--- src/sv/lzbd_pkg.sv ---
// ----------------------------------------------------------------------------
// lzbd_pkg
// Shared types and constants of the LZSS block decompressor: decode phases,
// sequencer states, and the command and status bundles between controller
// and datapath.
// ----------------------------------------------------------------------------
package lzbd_pkg;

	localparam int IN_W    = 8;
	localparam int DATA_W  = 64;
	localparam int COUNT_W = 4;
	localparam int LEN_W   = 16;
	localparam int DIST_W  = 12;
	localparam int COPY_W  = 9;
	localparam int TDATA_W = 72;
	localparam int TUSER_W = 3;

	localparam logic [IN_W-1:0]    TOKEN_LEN_BASE = 8'h12;
	localparam logic [IN_W-1:0]    FLAG_MSB_MASK  = 8'h80;
	localparam logic [3:0]         FLAGS_PER_BYTE = 4'd8;
	localparam logic [LEN_W-1:0]   COUNT_MAX      = 16'hFFFF;

	// decode phase of the compressed stream
	typedef enum logic [3:0] {
		PH_DLO,
		PH_DHI,
		PH_CLO,
		PH_CHI,
		PH_RAW,
		PH_FIRST,
		PH_FLAG,
		PH_LIT,
		PH_TOKA,
		PH_TOKB,
		PH_EXT
	} phase_t;

	// per-word sequencing
	typedef enum logic [2:0] {
		SQ_IN,
		SQ_CHK,
		SQ_RD,
		SQ_WR,
		SQ_FLUSH
	} seq_t;

	typedef struct packed {
		logic ld_held;
		logic ld_exp;
		logic clr_count;
		logic push_in;
		logic push_mem;
		logic push_final;
		logic push_end;
		logic rd;
		logic ld_dist_hi;
		logic ld_dist_lo;
		logic emit;
		logic emit_end;
		logic emit_bad;
	} dp_cmd_t;

	typedef struct packed {
		logic out_free;
		logic len_eq;
		logic exp_zero;
		logic prod_next_eq;
		logic lane_busy;
		logic bad_ref;
		logic dist_in_zero;
	} dp_sts_t;

endpackage

--- src/sv/lzbd_ctrl.sv ---
// ----------------------------------------------------------------------------
// lzbd_ctrl
// Controller: tracks the decode phase and flag bits of the compressed
// stream and sequences literal pushes, match copies and result flushes.
// ----------------------------------------------------------------------------
module lzbd_ctrl (
	input  logic                           clk,
	input  logic                           arst_n,
	input  logic                           in_valid,
	output logic                           in_ready,
	input  logic [lzbd_pkg::IN_W-1:0]      in_byte,
	input  lzbd_pkg::dp_sts_t              sts,
	output lzbd_pkg::dp_cmd_t              cmd
);

	lzbd_pkg::seq_t   seq_q, seq_d;
	lzbd_pkg::phase_t phase_q, phase_d;
	logic [7:0]                    flag_bits_q, flag_bits_d;
	logic [3:0]                    flags_left_q, flags_left_d;
	logic [3:0]                    nibble_q, nibble_d;
	logic [lzbd_pkg::COPY_W-1:0]   copy_left_q, copy_left_d;
	logic                          end_q, end_d;
	logic                          bad_q, bad_d;

	logic [7:0]       fb_shift;
	logic [3:0]       fl_dec;
	lzbd_pkg::phase_t ni_phase;

	// next flag item
	always_comb begin
		fb_shift = {flag_bits_q[6:0], 1'b0};
		fl_dec   = (flags_left_q != 4'd0) ? flags_left_q - 4'd1 : 4'd0;
		if (fl_dec == 4'd0) begin
			ni_phase = lzbd_pkg::PH_FLAG;
		end else if ((fb_shift & lzbd_pkg::FLAG_MSB_MASK) != 8'd0) begin
			ni_phase = lzbd_pkg::PH_TOKA;
		end else begin
			ni_phase = lzbd_pkg::PH_LIT;
		end
	end

	always_ff @(posedge clk or negedge arst_n) begin
		if (!arst_n) begin
			seq_q        <= lzbd_pkg::SQ_IN;
			phase_q      <= lzbd_pkg::PH_DLO;
			flag_bits_q  <= '0;
			flags_left_q <= '0;
			nibble_q     <= '0;
			copy_left_q  <= '0;
			end_q        <= 1'b0;
			bad_q        <= 1'b0;
		end else begin
			seq_q        <= seq_d;
			phase_q      <= phase_d;
			flag_bits_q  <= flag_bits_d;
			flags_left_q <= flags_left_d;
			nibble_q     <= nibble_d;
			copy_left_q  <= copy_left_d;
			end_q        <= end_d;
			bad_q        <= bad_d;
		end
	end

	always_comb begin
		seq_d        = seq_q;
		phase_d      = phase_q;
		flag_bits_d  = flag_bits_q;
		flags_left_d = flags_left_q;
		nibble_d     = nibble_q;
		copy_left_d  = copy_left_q;
		end_d        = end_q;
		bad_d        = bad_q;
		cmd          = '0;
		in_ready     = 1'b0;

		case (seq_q)
			lzbd_pkg::SQ_IN: begin
				in_ready = sts.out_free;
				if (in_valid && sts.out_free) begin
					case (phase_q)
						lzbd_pkg::PH_DHI: begin
							cmd.ld_exp = 1'b1;
							phase_d    = lzbd_pkg::PH_CLO;
						end
						lzbd_pkg::PH_CLO: begin
							cmd.ld_held = 1'b1;
							phase_d     = lzbd_pkg::PH_CHI;
						end
						lzbd_pkg::PH_CHI: begin
							cmd.clr_count = 1'b1;
							if (sts.len_eq) begin
								phase_d = lzbd_pkg::PH_RAW;
								if (sts.exp_zero) begin
									end_d = 1'b1;
									seq_d = lzbd_pkg::SQ_FLUSH;
								end
							end else begin
								phase_d = lzbd_pkg::PH_FIRST;
							end
						end
						lzbd_pkg::PH_RAW: begin
							cmd.push_in    = 1'b1;
							cmd.push_final = 1'b1;
							cmd.push_end   = sts.prod_next_eq;
							end_d          = sts.prod_next_eq;
							seq_d          = lzbd_pkg::SQ_FLUSH;
						end
						lzbd_pkg::PH_FIRST: begin
							cmd.push_in    = 1'b1;
							cmd.push_final = 1'b1;
							phase_d        = lzbd_pkg::PH_FLAG;
							seq_d          = lzbd_pkg::SQ_FLUSH;
						end
						lzbd_pkg::PH_FLAG: begin
							flag_bits_d  = in_byte;
							flags_left_d = lzbd_pkg::FLAGS_PER_BYTE;
							phase_d      = ((in_byte & lzbd_pkg::FLAG_MSB_MASK) != 8'd0) ?
								lzbd_pkg::PH_TOKA : lzbd_pkg::PH_LIT;
						end
						lzbd_pkg::PH_LIT: begin
							cmd.push_in    = 1'b1;
							cmd.push_final = 1'b1;
							flag_bits_d    = fb_shift;
							flags_left_d   = fl_dec;
							phase_d        = ni_phase;
							seq_d          = lzbd_pkg::SQ_FLUSH;
						end
						lzbd_pkg::PH_TOKA: begin
							nibble_d       = in_byte[3:0];
							cmd.ld_dist_hi = 1'b1;
							phase_d        = lzbd_pkg::PH_TOKB;
						end
						lzbd_pkg::PH_TOKB: begin
							cmd.ld_dist_lo = 1'b1;
							if (nibble_q != 4'd0) begin
								copy_left_d  = lzbd_pkg::COPY_W'(lzbd_pkg::TOKEN_LEN_BASE)
									- lzbd_pkg::COPY_W'(nibble_q);
								flag_bits_d  = fb_shift;
								flags_left_d = fl_dec;
								phase_d      = ni_phase;
								seq_d        = lzbd_pkg::SQ_CHK;
							end else if (sts.dist_in_zero) begin
								// end-of-block token
								end_d = 1'b1;
								seq_d = lzbd_pkg::SQ_FLUSH;
							end else begin
								phase_d = lzbd_pkg::PH_EXT;
							end
						end
						lzbd_pkg::PH_EXT: begin
							copy_left_d  = lzbd_pkg::COPY_W'(in_byte)
								+ lzbd_pkg::COPY_W'(lzbd_pkg::TOKEN_LEN_BASE);
							flag_bits_d  = fb_shift;
							flags_left_d = fl_dec;
							phase_d      = ni_phase;
							seq_d        = lzbd_pkg::SQ_CHK;
						end
						default: begin
							cmd.ld_held = 1'b1;
							phase_d     = lzbd_pkg::PH_DHI;
						end
					endcase
				end
			end
			lzbd_pkg::SQ_CHK: begin
				if (sts.bad_ref) begin
					bad_d = 1'b1;
					seq_d = lzbd_pkg::SQ_FLUSH;
				end else begin
					seq_d = lzbd_pkg::SQ_RD;
				end
			end
			lzbd_pkg::SQ_RD: begin
				cmd.rd = 1'b1;
				seq_d  = lzbd_pkg::SQ_WR;
			end
			lzbd_pkg::SQ_WR: begin
				if (sts.out_free) begin
					cmd.push_mem   = 1'b1;
					cmd.push_final = (copy_left_q == lzbd_pkg::COPY_W'(1));
					copy_left_d    = copy_left_q - lzbd_pkg::COPY_W'(1);
					seq_d          = (copy_left_q == lzbd_pkg::COPY_W'(1)) ?
						lzbd_pkg::SQ_FLUSH : lzbd_pkg::SQ_RD;
				end
			end
			lzbd_pkg::SQ_FLUSH: begin
				if (sts.out_free) begin
					if (sts.lane_busy || end_q || bad_q) begin
						cmd.emit     = 1'b1;
						cmd.emit_end = end_q;
						cmd.emit_bad = bad_q;
					end
					if (end_q) begin
						cmd.clr_count = 1'b1;
						phase_d       = lzbd_pkg::PH_DLO;
						flag_bits_d   = '0;
						flags_left_d  = '0;
					end
					end_d = 1'b0;
					bad_d = 1'b0;
					seq_d = lzbd_pkg::SQ_IN;
				end
			end
			default: begin
				seq_d = lzbd_pkg::SQ_IN;
			end
		endcase
	end

	ap_copy_nonzero: assert property (@(posedge clk) disable iff (!arst_n)
		(seq_q == lzbd_pkg::SQ_RD) |-> (copy_left_q != '0))
		else $error("match copy running with no bytes left");

	ap_emit_free: assert property (@(posedge clk) disable iff (!arst_n)
		(cmd.emit || cmd.push_mem || cmd.push_in) |-> sts.out_free)
		else $error("result issued while output register is occupied");

	ap_copy_done: assert property (@(posedge clk) disable iff (!arst_n)
		(cmd.push_mem && cmd.push_final) |=> (seq_q == lzbd_pkg::SQ_FLUSH))
		else $error("final copied byte not followed by flush");

endmodule

--- config.mk ---
export PLATFORM = sky130hd
export DESIGN_NAME = lzbd_ctrl
export DESIGN_NICKNAME = d
export VERILOG_FILES = /design/src/sv/lzbd_pkg.sv /design/src/sv/lzbd_ctrl.sv
export SDC_FILE = /design/constraint.sdc
export NUM_CORES = 1
export LEC_CHECK = 0
export BUFFER_PORTS_ARGS = -buffer_cell sky130_fd_sc_hd__buf_2
export CAP_MARGIN = 20
export CORE_UTILIZATION = 60
export CTS_CLUSTER_DIAMETER = 40
export DETAILED_ROUTE_END_ITERATION = 8
export GPL_TIMING_DRIVEN = 0
export PLACE_DENSITY_LB_ADDON = 0.2
export SLEW_MARGIN = 10
export SYNTH_ARGS = -nofsm -noshare
export SYNTH_HDL_FRONTEND = slang
export SYNTH_SLANG_ARGS = --single-unit
--- constraint.sdc ---
create_clock -name clk -period 4.65 [get_ports clk]
set_input_delay 0.2325 -clock clk [delete_from_list [all_inputs] [get_ports clk]]
set_output_delay 0.2325 -clock clk [all_outputs]
set_load 0.01 [all_outputs]
==> flow_results.xml <==
<?xml version="1.0" encoding="UTF-8"?>
<metrics>
  <group name="timing">
    <metric name="finalWorstPathRequiredPeriod" unit="ns">2.50</metric>
    <metric name="timing.setup.tns" unit="ns">0</metric>
    <metric name="max_freq" unit="MHz">400</metric>
    <metric name="final_critical_path_setup_slack" unit="ns">2.15</metric>
    <metric name="worst_pin_slew" unit="ns">0.824</metric>
    <metric name="rsz_0062_raised_after_global_routing" unit="">false</metric>
    <metric name="final_hold_viol_count" unit="">0</metric>
    <metric name="timing.max_slew.rel_slack" unit="%">43.7</metric>
    <metric name="timing.final.max_slew_violations" unit="">0</metric>
    <metric name="clock_skew" unit="ns">0.00905</metric>
    <metric name="min_period_over_period" unit="%">53.7</metric>
    <metric name="setup_violations" unit="">0</metric>
  </group>
  <group name="synth">
    <metric name="synthesis.nets" unit="">333</metric>
    <metric name="post_synth_mux_area_share" unit="%">6.08</metric>
    <metric name="netlist.top_cell.by_area" unit="">sky130_fd_sc_hd__dfrtp_1</metric>
    <metric name="postSynth.topFlopCell" unit="">sky130_fd_sc_hd__dfrtp_1</metric>
    <metric name="ys_seq_area_share" unit="%">31.9</metric>
    <metric name="synth.distinct_cells" unit="">61</metric>
    <metric name="synth.avg_cell_area" unit="um2">8.36</metric>
    <metric name="post_synth_inst_count" unit="">310</metric>
    <metric name="netlist.area_leader.share" unit="%">31.9</metric>
    <metric name="synthTopCellsByArea" unit="">sky130_fd_sc_hd__dfrtp_1 32%, sky130_fd_sc_hd__nand2_1 5.6%, sky130_fd_sc_hd__o21ai_0 3.7%</metric>
    <metric name="ys_ff_latch" unit="">33</metric>
    <metric name="yosysWarningCount" unit="">0</metric>
    <metric name="synth_commonest_cells" unit="">39 x sky130_fd_sc_hd__nand2_1, 33 x sky130_fd_sc_hd__dfrtp_1, 20 x sky130_fd_sc_hd__nor2_1</metric>
    <metric name="netlist_area" unit="um2">2590</metric>
    <metric name="dominant_combinational_cell_family_by_area_after_synthesis" unit="">simple AND/OR/NAND/NOR gates</metric>
    <metric name="yosys.area_share.simple" unit="%">27.4</metric>
    <metric name="synth_fa_ha_area_share" unit="%">2.41</metric>
    <metric name="asyncSetResetFlopFracSynth" unit="%">100</metric>
    <metric name="synth-compound-area-share" unit="%">24.0</metric>
    <metric name="post_synth_xor_area_fraction" unit="%">2.03</metric>
    <metric name="synth_enable_flop_cells" unit="">0</metric>
    <metric name="synth.most_common_cell" unit="">sky130_fd_sc_hd__nand2_1</metric>
  </group>
  <group name="power_and_ir_drop">
    <metric name="worst_case_vdd_ir_drop" unit="mV">0.311</metric>
    <metric name="power_density" unit="nW/um2">504</metric>
    <metric name="p_leak" unit="nW">1.31</metric>
  </group>
  <group name="floorplanning">
    <metric name="io-pin-count" unit="">32</metric>
    <metric name="coreArea" unit="um2">4090</metric>
    <metric name="fp-row-count" unit="">23</metric>
    <metric name="floorplan.die.height" unit="um">67.7</metric>
    <metric name="initial_core_utilization" unit="%">63.4</metric>
    <metric name="dieArea" unit="um2">4590</metric>
    <metric name="floorplan.die.width" unit="um">67.7</metric>
  </group>
  <group name="detailed_routing">
    <metric name="drt-initial-drc-count" unit="">236</metric>
    <metric name="routedWlPerCell" unit="um">15.6</metric>
    <metric name="first_pass_iters" unit="">4</metric>
    <metric name="route.final.wire_length" unit="um">6240</metric>
    <metric name="routed-via-count" unit="">2482</metric>
    <metric name="ant_nets" unit="">0</metric>
    <metric name="post-route-drc-count" unit="">0</metric>
    <metric name="avgViaCountPerCell" unit="">6.22</metric>
  </group>
  <group name="global_route">
    <metric name="grt_max_degree" unit="">34</metric>
    <metric name="groute.usage.overall" unit="%">30.4</metric>
    <metric name="initial_antenna_violation_count" unit="">0</metric>
    <metric name="grt_pass1_wl" unit="um">10400</metric>
    <metric name="first_global_vias" unit="">2301</metric>
    <metric name="grt-ovfl-total" unit="">0</metric>
  </group>
  <group name="placement">
    <metric name="preCtsSetupSlack" unit="ns">2.51</metric>
    <metric name="place.gp.congestion" unit="">0.931</metric>
    <metric name="hpwl_after_detailed_placement" unit="um">4550</metric>
    <metric name="port_buffers" unit="">31</metric>
  </group>
  <group name="clock_tree">
    <metric name="clock_insertion_delay_worst_skew" unit="ns">0.29</metric>
    <metric name="cts.sink_count" unit="">33</metric>
    <metric name="cts_post_setup_buffers_inserted" unit="">0</metric>
    <metric name="cts-root-to-sink-buffers" unit="">2</metric>
    <metric name="tritoncts.num_buffers" unit="">5</metric>
    <metric name="cts_tree" unit="">yes</metric>
    <metric name="cts_resized" unit="">0</metric>
    <metric name="htreeDepth" unit="">2</metric>
    <metric name="postCtsHoldBufs" unit="">0</metric>
    <metric name="cts.root.buffer_cell" unit="">sky130_fd_sc_hd__clkbuf_8</metric>
    <metric name="cts.clk_slew.worst_paths" unit="ns">0.07</metric>
  </group>
  <group name="setup_path">
    <metric name="timing_worst_setup_path_type" unit="">flop to primary output</metric>
    <metric name="worst_path_required_time" unit="ns">4.42</metric>
    <metric name="worst_setup_path_end_kind" unit="">primary output</metric>
    <metric name="cp_slowest_cell" unit="">sky130_fd_sc_hd__nor3_1</metric>
    <metric name="crit_path_cell_trace" unit="">nor3_1 &gt; clkbuf_1 &gt; and3_1 &gt; buf_2</metric>
    <metric name="timing.critical_path.from_type" unit="">flop</metric>
    <metric name="timing.critical_path.arrival" unit="ns">2.27</metric>
    <metric name="cp_max_fo" unit="">10</metric>
    <metric name="largest_incremental_delay_on_the_critical_path" unit="ns">0.69</metric>
  </group>
  <group name="cells_and_area">
    <metric name="nNetsFinal" unit="">371</metric>
    <metric name="antenna_cells_inserted" unit="">0</metric>
    <metric name="flow.area_growth_from_synthesis" unit="%">12.9</metric>
    <metric name="drive_gt1_share" unit="%">19.2</metric>
  </group>
  <group name="run_status">
    <metric name="outcome" unit="">complete, no violations</metric>
  </group>
  <group name="run">
    <metric name="maxCapViolations" unit="">0</metric>
  </group>
  <group name="hold_path">
    <metric name="holdCritPathClass" unit="">input port to asynchronous set/reset pin</metric>
  </group>
</metrics>
[logic make-up after synthesis]
kind of cell,Yosys count
simple gates,127
compound gates,90
buf+inv,35
flops,33
mux,14
xor+xnor,6
fa+ha+maj,5
[worst max-delay path, delay by kind of cell, from the launching register on]
kind          cells  cell delay (ns)
simple gates      2             0.91
buf+inv           2             0.59
flops             1             0.47
[per-stage QoR]
step	std cells	hold slack, ns	utilization (%)	instance area [um2]	power, mW
finish	399	0.000603	71.6	2930	1.47
detailed placement	391	0.349	68.7	2810	1.18
floorplan	310	-0.0631	-	2590	1.01
global placement	391	0.342	68.7	2810	1.17
CTS	399	0.0396	71.6	2930	1.47
global route	399	0.0814	71.6	2930	1.59
[sequential cells by signal, summed over array words and instances, names as in the netlist]
name,count
nibble_q,4
seq_q,3
bad_q,1
copy_left_q,9
end_q,1
flag_bits_q,7
flags_left_q,4
phase_q,4
[cell usage in the layout, fill, tap and decap left out, types with 6 or more instances in the layout]
| cell | synthesis | final |
|---|---|---|
| sky130_fd_sc_hd__nand2_1 | 39 | 39 |
| sky130_fd_sc_hd__buf_2 | 5 | 36 |
| sky130_fd_sc_hd__dfrtp_1 | 33 | 33 |
| sky130_fd_sc_hd__nor2_1 | 20 | 20 |
| sky130_fd_sc_hd__o21ai_0 | 19 | 19 |
| sky130_fd_sc_hd__a21oi_1 | 18 | 18 |
| sky130_fd_sc_hd__inv_1 | 15 | 15 |
| sky130_fd_sc_hd__nor3_1 | 12 | 12 |
| sky130_fd_sc_hd__clkbuf_1 | 10 | 11 |
| sky130_fd_sc_hd__o21ai_1 | 9 | 9 |
| sky130_fd_sc_hd__mux2i_1 | 9 | 9 |
| sky130_fd_sc_hd__o31ai_1 | 9 | 9 |
| sky130_fd_sc_hd__and3_1 | 6 | 6 |
| sky130_fd_sc_hd__nor4_1 | 6 | 6 |
| sky130_fd_sc_hd__clkbuf_8 | 0 | 6 |
[final cells by class]
| type | instances | area [um2] |
|---|---|---|
| Multi-Input combinational cell | 242 | 1610 |
| Fill cell | 325 | 1160 |
| Sequential cell | 33 | 826 |
| Timing Repair Buffer | 31 | 155 |
| Buffer | 20 | 104 |
| Clock buffer | 7 | 86.3 |
| Tap cell | 50 | 62.6 |
| Inverter | 15 | 56.3 |
| Clock inverter | 1 | 30.0 |
[worst paths after layout]
kind	from	endpoint	cells past startpoint	slack, ns
max reg2reg	nibble_q[0]	end_q	7	2.42
max in group asynchronous	arst_n	copy_left_q[0]	1	4.14
min reg2reg	flag_bits_q[0]	flag_bits_q[0]	2	0.48
min	arst_n	phase_q[3]	1	0.0006
max	seq_q[0]	cmd[0]	4	2.15
min in group clk	sts[1]	seq_q[1]	4	0.23
[where the power goes]
| group | switching, mW | internal [mW] | leakage (nW) |
|---|---|---|---|
| Clock | 0.108 | 0.175 | 0.0585 |
| Sequential | 0.0882 | 0.382 | 0.421 |
| Combinational | 0.421 | 0.300 | 0.826 |
| Total | 0.617 | 0.857 | 1.31 |
[layer usage]
layer  vias up  track usage (%)  routed length [um]
met4         0             12.0                 108
met1      1176             40.3                2960
met5         -                0                   0
met2        90             48.4                2800
met3        14             5.91                 380
li1       1202                -                   -
No activity file was read; power rests on OpenSTA's default activity.
